$ cat config.mk
export PLATFORM = sky130hd
export DESIGN_NAME = motor_position_stall_controller_top
export DESIGN_NICKNAME = d
export VERILOG_FILES = /design/src/hw/rtl/mpsc_pkg.sv /design/src/hw/rtl/motor_position_stall_controller_top.sv
export SDC_FILE = /design/constraint.sdc
export NUM_CORES = 2
export LEC_CHECK = 0
export ABC_AREA = 1
export BUFFER_PORTS_ARGS = -buffer_cell sky130_fd_sc_hd__buf_2
export CAP_MARGIN = 15
export CORE_UTILIZATION = 25
export DETAILED_ROUTE_END_ITERATION = 8
export HOLD_SLACK_MARGIN = 0.05
export SLEW_MARGIN = 5
export SYNTH_ARGS = -nofsm -noshare
export SYNTH_HDL_FRONTEND = slang
export SYNTH_SLANG_ARGS = --single-unit
$ cat constraint.sdc
create_clock -name clock -period 10.8 [get_ports clock]
set_input_delay 0.54 -clock clock [delete_from_list [all_inputs] [get_ports clock]]
set_output_delay 0.54 -clock clock [all_outputs]
set_load 0.005 [all_outputs]
$ cat src/hw/rtl/mpsc_pkg.sv
// ---------------------------------------------------------------------------
// Motor position stall controller package
// Command and drive codes, register indexes and field widths shared by the
// controller RTL.
// ---------------------------------------------------------------------------
package mpsc_pkg;

   localparam int unsigned DATA_WIDTH  = 32;
   localparam int unsigned CSR_IDX_W   = 3;
   localparam int unsigned CSR_DATA_W  = 16;
   localparam int unsigned REQ_TDATA_W = 64;
   localparam int unsigned RSP_TDATA_W = 72;

   typedef enum logic [1:0] {
      CMD_SAMPLE     = 2'd0,
      CMD_CONTROL    = 2'd1,
      CMD_SET_TARGET = 2'd2,
      CMD_NONE       = 2'd3
   } cmd_type;

   typedef enum logic [1:0] {
      DRIVE_STOP    = 2'd0,
      DRIVE_FORWARD = 2'd1,
      DRIVE_REVERSE = 2'd2
   } drive_type;

   localparam logic [CSR_IDX_W-1:0] REG_DEADBAND     = 3'd0;
   localparam logic [CSR_IDX_W-1:0] REG_SETTLE_TICKS = 3'd1;
   localparam logic [CSR_IDX_W-1:0] REG_TICK_RATE    = 3'd2;
   localparam logic [CSR_IDX_W-1:0] REG_EFFORT_LIMIT = 3'd3;
   localparam logic [CSR_IDX_W-1:0] REG_STALL_SPEED  = 3'd4;
   localparam logic [CSR_IDX_W-1:0] REG_BACKOFF_STEP = 3'd5;

   localparam logic [9:0]  RST_DEADBAND     = 10'd2;
   localparam logic [7:0]  RST_SETTLE_TICKS = 8'd100;
   localparam logic [15:0] RST_TICK_RATE    = 16'd1000;
   localparam logic [14:0] RST_EFFORT_LIMIT = 15'd10000;
   localparam logic [9:0]  RST_STALL_SPEED  = 10'd20;
   localparam logic [9:0]  RST_BACKOFF_STEP = 10'd50;

endpackage

$ cat src/hw/rtl/motor_position_stall_controller_top.sv
// ---------------------------------------------------------------------------
// Motor position stall controller
// Bang-bang position control of one axis with deadband, effort ramp, speed
// estimate and stall back-off.
// ---------------------------------------------------------------------------
//  Channel  Direction  Ports                         Content
//  req      in         req_tvalid/tready/tdata/tuser sample, control or target
//  rsp      out        rsp_tvalid/tready/tdata       drive, flags, speed, target
//  csr      in         csr_we/csr_index/csr_wdata    six control registers
//
// One transaction per cycle sustained while the result side is not stalled.
// Each request is captured in an input register and later fully processed;
// the state and the result register then update together. The speed update
// (one 32x16 multiply, subtract, shift, subtract) sets the critical path.
// Reset is synchronous and restores the state and register defaults.
// A stalled result holds the result register; the input register still takes
// one more request before req_tready drops.
// ---------------------------------------------------------------------------
module motor_position_stall_controller_top #(
   parameter int unsigned POS_WIDTH = 32
) (
   input  logic                                 clock,
   input  logic                                 reset,
   input  logic                                 req_tvalid,
   output logic                                 req_tready,
   // [31:0] position, [63:32] target
   input  logic [mpsc_pkg::REQ_TDATA_W-1:0]     req_tdata,
   // [1:0] cmd
   input  logic [1:0]                           req_tuser,
   output logic                                 rsp_tvalid,
   input  logic                                 rsp_tready,
   // [1:0] drive, [2] busy_res, [3] stalled, [35:4] speed, [67:36] reference
   output logic [mpsc_pkg::RSP_TDATA_W-1:0]     rsp_tdata,
   input  logic                                 csr_we,
   input  logic [mpsc_pkg::CSR_IDX_W-1:0]       csr_index,
   input  logic [mpsc_pkg::CSR_DATA_W-1:0]      csr_wdata
);

   localparam int unsigned EXT_SHIFT = mpsc_pkg::DATA_WIDTH - POS_WIDTH;

   function automatic logic signed [31:0] pos_ext(input logic [31:0] x);
      logic [31:0] shifted;
      shifted = x << EXT_SHIFT;
      return $signed(shifted) >>> EXT_SHIFT;
   endfunction

   // Control registers
   logic [9:0]  deadband_ff;
   logic [7:0]  settle_ticks_ff;
   logic [15:0] tick_rate_ff;
   logic [14:0] effort_limit_ff;
   logic [9:0]  stall_speed_ff;
   logic [9:0]  backoff_step_ff;

   always_ff @(posedge clock) begin
      if (reset) begin
         deadband_ff     <= mpsc_pkg::RST_DEADBAND;
         settle_ticks_ff <= mpsc_pkg::RST_SETTLE_TICKS;
         tick_rate_ff    <= mpsc_pkg::RST_TICK_RATE;
         effort_limit_ff <= mpsc_pkg::RST_EFFORT_LIMIT;
         stall_speed_ff  <= mpsc_pkg::RST_STALL_SPEED;
         backoff_step_ff <= mpsc_pkg::RST_BACKOFF_STEP;
      end else if (csr_we) begin
         case (csr_index)
            mpsc_pkg::REG_DEADBAND:     deadband_ff     <= csr_wdata[9:0];
            mpsc_pkg::REG_SETTLE_TICKS: settle_ticks_ff <= csr_wdata[7:0];
            mpsc_pkg::REG_TICK_RATE:    tick_rate_ff    <= csr_wdata[15:0];
            mpsc_pkg::REG_EFFORT_LIMIT: effort_limit_ff <= csr_wdata[14:0];
            mpsc_pkg::REG_STALL_SPEED:  stall_speed_ff  <= csr_wdata[9:0];
            mpsc_pkg::REG_BACKOFF_STEP: backoff_step_ff <= csr_wdata[9:0];
            default: ;
         endcase
      end
   end

   // Input register
   logic                  in_vld_ff;
   mpsc_pkg::cmd_type     in_cmd_ff;
   logic [31:0]           in_pos_ff;
   logic [31:0]           in_tgt_ff;
   logic                  rsp_vld_ff;
   logic                  fire;

   assign fire       = in_vld_ff && (!rsp_vld_ff || rsp_tready);
   assign req_tready = !in_vld_ff || fire;

   always_ff @(posedge clock) begin
      if (reset) begin
         in_vld_ff <= 1'b0;
      end else if (req_tready) begin
         in_vld_ff <= req_tvalid;
      end
      if (req_tvalid && req_tready) begin
         in_cmd_ff <= mpsc_pkg::cmd_type'(req_tuser);
         in_pos_ff <= req_tdata[31:0];
         in_tgt_ff <= req_tdata[63:32];
      end
   end

   // Controller state
   logic signed [31:0] goal_ff, goal_in;
   logic signed [31:0] last_pos_ff, last_pos_in;
   logic signed [31:0] speed_ff, speed_in;
   logic signed [15:0] effort_ff, effort_in;
   logic [7:0]         timer_ff, timer_in;
   mpsc_pkg::drive_type drive_ff, drive_in;
   logic               stalled_in;

   logic signed [31:0] pos;
   logic [31:0]        delta;
   logic [31:0]        prod_full;
   logic signed [31:0] speed_diff;
   logic signed [31:0] err;
   logic signed [31:0] db;
   logic signed [31:0] ss;
   logic signed [15:0] lim;
   logic [31:0]        backoff_pos;

   always_comb begin
      pos        = pos_ext(in_pos_ff);
      delta      = pos - last_pos_ff;
      prod_full  = delta * {16'd0, tick_rate_ff};
      speed_diff = speed_ff - $signed(prod_full);
      err        = goal_ff - pos;
      db         = $signed({22'd0, deadband_ff});
      ss         = $signed({22'd0, stall_speed_ff});
      lim        = $signed({1'b0, effort_limit_ff});
      // Back off away from the direction the target lay in.
      backoff_pos = (pos < goal_ff) ? (pos - {22'd0, backoff_step_ff})
                                    : (pos + {22'd0, backoff_step_ff});

      goal_in     = goal_ff;
      last_pos_in = last_pos_ff;
      speed_in    = speed_ff;
      effort_in   = effort_ff;
      timer_in    = timer_ff;
      drive_in    = drive_ff;
      stalled_in  = 1'b0;

      case (in_cmd_ff)
         mpsc_pkg::CMD_SAMPLE: begin
            speed_in    = speed_ff - (speed_diff >>> 3);
            last_pos_in = pos;
         end
         mpsc_pkg::CMD_CONTROL: begin
            if (err > db) begin
               drive_in = mpsc_pkg::DRIVE_FORWARD;
               timer_in = settle_ticks_ff;
               if (effort_ff < lim) begin
                  effort_in = effort_ff + 16'sd1;
               end else if (speed_ff < ss) begin
                  stalled_in = 1'b1;
               end
            end else if (err < -db) begin
               drive_in = mpsc_pkg::DRIVE_REVERSE;
               timer_in = settle_ticks_ff;
               if (effort_ff > -lim) begin
                  effort_in = effort_ff - 16'sd1;
               end else if (speed_ff > -ss) begin
                  stalled_in = 1'b1;
               end
            end else begin
               drive_in  = mpsc_pkg::DRIVE_STOP;
               timer_in  = (timer_ff != 8'd0) ? timer_ff - 8'd1 : timer_ff;
               effort_in = effort_ff - (effort_ff >>> 3);
            end
            if (stalled_in) begin
               goal_in  = pos_ext(backoff_pos);
               drive_in = mpsc_pkg::DRIVE_STOP;
            end
         end
         mpsc_pkg::CMD_SET_TARGET: begin
            goal_in = pos_ext(in_tgt_ff);
         end
         default: ;
      endcase
   end

   always_ff @(posedge clock) begin
      if (reset) begin
         goal_ff     <= '0;
         last_pos_ff <= '0;
         speed_ff    <= '0;
         effort_ff   <= '0;
         timer_ff    <= '0;
         drive_ff    <= mpsc_pkg::DRIVE_STOP;
      end else if (fire) begin
         goal_ff     <= goal_in;
         last_pos_ff <= last_pos_in;
         speed_ff    <= speed_in;
         effort_ff   <= effort_in;
         timer_ff    <= timer_in;
         drive_ff    <= drive_in;
      end
   end

   // Result register
   logic [1:0]  rsp_drive_ff;
   logic        rsp_busy_ff;
   logic        rsp_stalled_ff;
   logic [31:0] rsp_speed_ff;
   logic [31:0] rsp_ref_ff;

   always_ff @(posedge clock) begin
      if (reset) begin
         rsp_vld_ff <= 1'b0;
      end else if (fire) begin
         rsp_vld_ff <= 1'b1;
      end else if (rsp_tready) begin
         rsp_vld_ff <= 1'b0;
      end
      if (fire) begin
         rsp_drive_ff   <= drive_in;
         rsp_busy_ff    <= (timer_in != 8'd0);
         rsp_stalled_ff <= stalled_in;
         rsp_speed_ff   <= speed_in;
         rsp_ref_ff     <= goal_in;
      end
   end

   assign rsp_tvalid = rsp_vld_ff;
   assign rsp_tdata  = {4'd0, rsp_ref_ff, rsp_speed_ff, rsp_stalled_ff, rsp_busy_ff,
                        rsp_drive_ff};

   // A stall always ends the drive.
   a_stall_stops: assert property (@(posedge clock) disable iff (reset)
      rsp_vld_ff && rsp_stalled_ff |-> rsp_drive_ff == mpsc_pkg::DRIVE_STOP)
      else $error("stall result with active drive");

   // The input side only backs up when both stages are full and blocked.
   a_ready_low: assert property (@(posedge clock) disable iff (reset)
      !req_tready |-> in_vld_ff && rsp_vld_ff && !rsp_tready)
      else $error("request side stalled without a full pipeline");

   // A new result only appears after a request was processed.
   a_rsp_source: assert property (@(posedge clock) disable iff (reset)
      $rose(rsp_vld_ff) |-> $past(fire))
      else $error("result appeared without a processed request");

   // The stall flag is only raised by a control step.
   a_stall_cmd: assert property (@(posedge clock) disable iff (reset)
      fire && stalled_in |-> in_cmd_ff == mpsc_pkg::CMD_CONTROL)
      else $error("stall flagged outside a control step");

endmodule
==> reports/results.ini <==
[outcome]
status = completed

[synth]
postSynthCellCount = 4681
synth_flop_cell = dfxtp_1
synthTopCellsByArea = fa_1, ha_1, edfxtp_1, dfxtp_1, inv_1
yosysSeqAreaShare_pct = 22.08
synth_edf_count = 134
synth_top_area_share_pct = 19.11
ys_ff_latch = 327
yosysUniqueCellTypes = 64
yosysMostFrequentCell = inv_1
synthTopCellsByCount = inv_1, nand2_1, nor2_1
syn_avg_cell_area_um2 = 7.633
ys_warn_count = 0
async_reset_ff_share_pct = 0
syn_area_um2 = 35730
synth_area_leader_cell = fa_1

[clock_tree]
clk_latency_ns = 0.62
cts_hold_buf = 0
numClockSinks = 327
h-tree-depth = 2
cts_root_buffer = clkbuf_16
clk_pin_slew_ns = 0.07
cts_setup_buffers = 0
tritoncts = yes
cts-resized-gates = 0
cts_made_buffers = 41
cts_max_path_buffers = 3

[worst_setup_path]
criticalPathCategory = register to register
critPathRequiredTime_ns = 11.29
endpoint_kind = register
crit_end = speed_ff[31]
r2r_slack_ns = 0.93
cp-start-kind = register
cp-startpoint = in_pos_ff[1]
timing.rr.start = in_pos_ff[1]
r2r_cells = 49
reg2reg_to = speed_ff[31]
path_max_fanout = 7
cp.buffers_inverters = 7
path_depth = 49
cp_common_cell = nand2_1
worstPathArrival_ns = 10.36
critPathMaxStageDelay_ns = 0.55
cpMaxStageDelayCell = fa_1
critPathTopFamily = adder cells

[die]
rows = 138
start_util_pct = 25.23
ioPinCount = 164
dieArea_um2 = 144400
die_w_um = 380.0
placeableCoreArea_um2 = 141600
fp.dieH_um = 380.0

[route]
drt_wl_total_mm = 115.9
ant_nets = 0
drt_iter0_drc = 2249
drc = 0
vias = 31222
drt_pass1_iterations = 6
drt-vias-per-instance = 4.652
avgRoutedWirePerCell_um = 17.28

[timing]
slew_violations = 0
fin_setup_tns_ns = 0
min_period_over_period_pct = 91.38
rsz0062_at_grt = no
fin_crit_ns = 9.869
tightest_slew_ns = 1.216
fin_worst_skew_ns = 0.08115
max_clock_freq_mhz = 101.3
maxSlewHeadroom_pct = 18.81
setup_viol = 0
hold_viol = 0

[run]
drv_cap = 0

[finish]
seqCellArea_um2 = 7888
stdcell_count = 6711
n_fill_cell = 15371
drive_gt1_share_pct = 6.867
area_delta_synth_final_pct = 12.16
nets = 5545
multiInputGateArea_um2 = 23830

[grt]
grt_max_degree = 115
antenna_found_initial = 6
top_usage_layer = met2
grt_pass1_vias = 31050
overflow = 0
met3_usage_pct = 1.839
grt_pass1_wl_mm = 180.8
grt_usage_pct = 15.90
met2_usage_pct = 26.54
use_met1_pct = 21.34

[placement]
dp.cells = 6634
place_hpwl_mm = 94.35
port_buffers = 159
gp_congestion = 0.9368

[hold_path]
worstHoldPathType = primary input to register

==> worst min path at each step <==
| stage | startpoint | endpoint | slack (ns) | cells after the start |
|---|---|---|---|---|
| finish | req_tdata[1] | in_pos_ff[1] | 0.09 | 1 |
| global route | req_tdata[34] | in_tgt_ff[2] | 0.07 | 1 |
| CTS | req_tdata[1] | in_pos_ff[1] | 0.06 | 1 |
| detailed placement | settle_ticks_ff[3] | settle_ticks_ff[3] | 0.45 | 2 |
| global placement | settle_ticks_ff[3] | settle_ticks_ff[3] | 0.44 | 2 |
| floorplan | settle_ticks_ff[2] | settle_ticks_ff[2] | 0.43 | 2 |
==> worst register-to-register path: cells and delay by family (launching register included) <==
family | cells | cell delay, ns
adder cells (fa/ha/maj) | 9 | 4.19
XOR/XNOR | 2 | 0.49
flip-flops | 1 | 0.51
AND/OR/NAND/NOR | 21 | 1.96
AO/OA/AOI/OAI | 10 | 1.89
buffers and inverters | 7 | 0.69
==> state kept, by name, indices dropped and copies added, names as in the netlist, 8 cells and up <==
register,flops
backoff_step_ff,10
deadband_ff,10
effort_ff,16
effort_limit_ff,15
goal_ff,32
in_pos_ff,32
in_tgt_ff,32
last_pos_ff,32
rsp_ref_ff,32
rsp_speed_ff,32
settle_ticks_ff,8
speed_ff,32
stall_speed_ff,10
tick_rate_ff,16
timer_ff,8
==> cell type report <==
cell class                      count  share of cell area, %
Inverter                          920                  8.636
Tap cell                         1890                  5.901
Clock buffer                       46                  2.685
Sequential cell                   327                  19.68
Antenna cell                        1               0.006245
Multi-Input combinational cell   3305                  59.47
Clock inverter                     30                  1.012
Timing Repair Buffer              192                  2.604
==> cells by family after synthesis <==
| logic type | Yosys count | synth area share (%) |
|---|---|---|
| flops | 327 | 22.08 |
| compound gates | 824 | 12.77 |
| other cells | 1 | 0.01050 |
| simple gates | 1631 | 18.95 |
| fa+ha+maj | 668 | 30.56 |
| xor+xnor | 178 | 4.364 |
| buf+inv | 1052 | 11.27 |
==> layer usage <==
metal,vias up,wire (µm)
li1,15101,-
met1,15106,52180
met2,855,53790
met3,156,6140
met4,4,3804
met5,-,30
==> cells in the final DEF (no fill, tap or decap), types with 16 or more instances in the layout <==
| master | n |
|---|---|
| a21oi_1 | 398 |
| buf_4 | 33 |
| inv_1 | 906 |
| nand2_1 | 862 |
| buf_2 | 159 |
| dfxtp_1 | 193 |
| nor3_1 | 49 |
| or2_2 | 21 |
| nor2_1 | 428 |
| o21bai_1 | 16 |
| ha_1 | 327 |
| o21ai_0 | 246 |
| xnor2_1 | 58 |
| fa_1 | 341 |
| o21ai_1 | 37 |
| o211ai_1 | 29 |
| nand3_1 | 186 |
| nand4_1 | 36 |
| edfxtp_1 | 134 |
| clkbuf_16 | 42 |
| xor2_1 | 120 |
==> through the flow <==
step	hold slack, ns	cell area [µm²]	setup slack, ns	util, %
3_5_place_dp	0.4515	38590	0.9659	27.26
2_1_floorplan	0.4296	35740	1.939	-
5_1_grt	0.07388	40070	0.1086	28.30
3_3_place_gp	0.4436	38590	1.198	27.26
4_1_cts	0.06167	40070	0.9468	28.30
6_report	0.08636	40070	0.9306	28.30
Power is not shown: default switching activity piles up to over one toggle a cycle in this logic, so the estimate is an artifact.
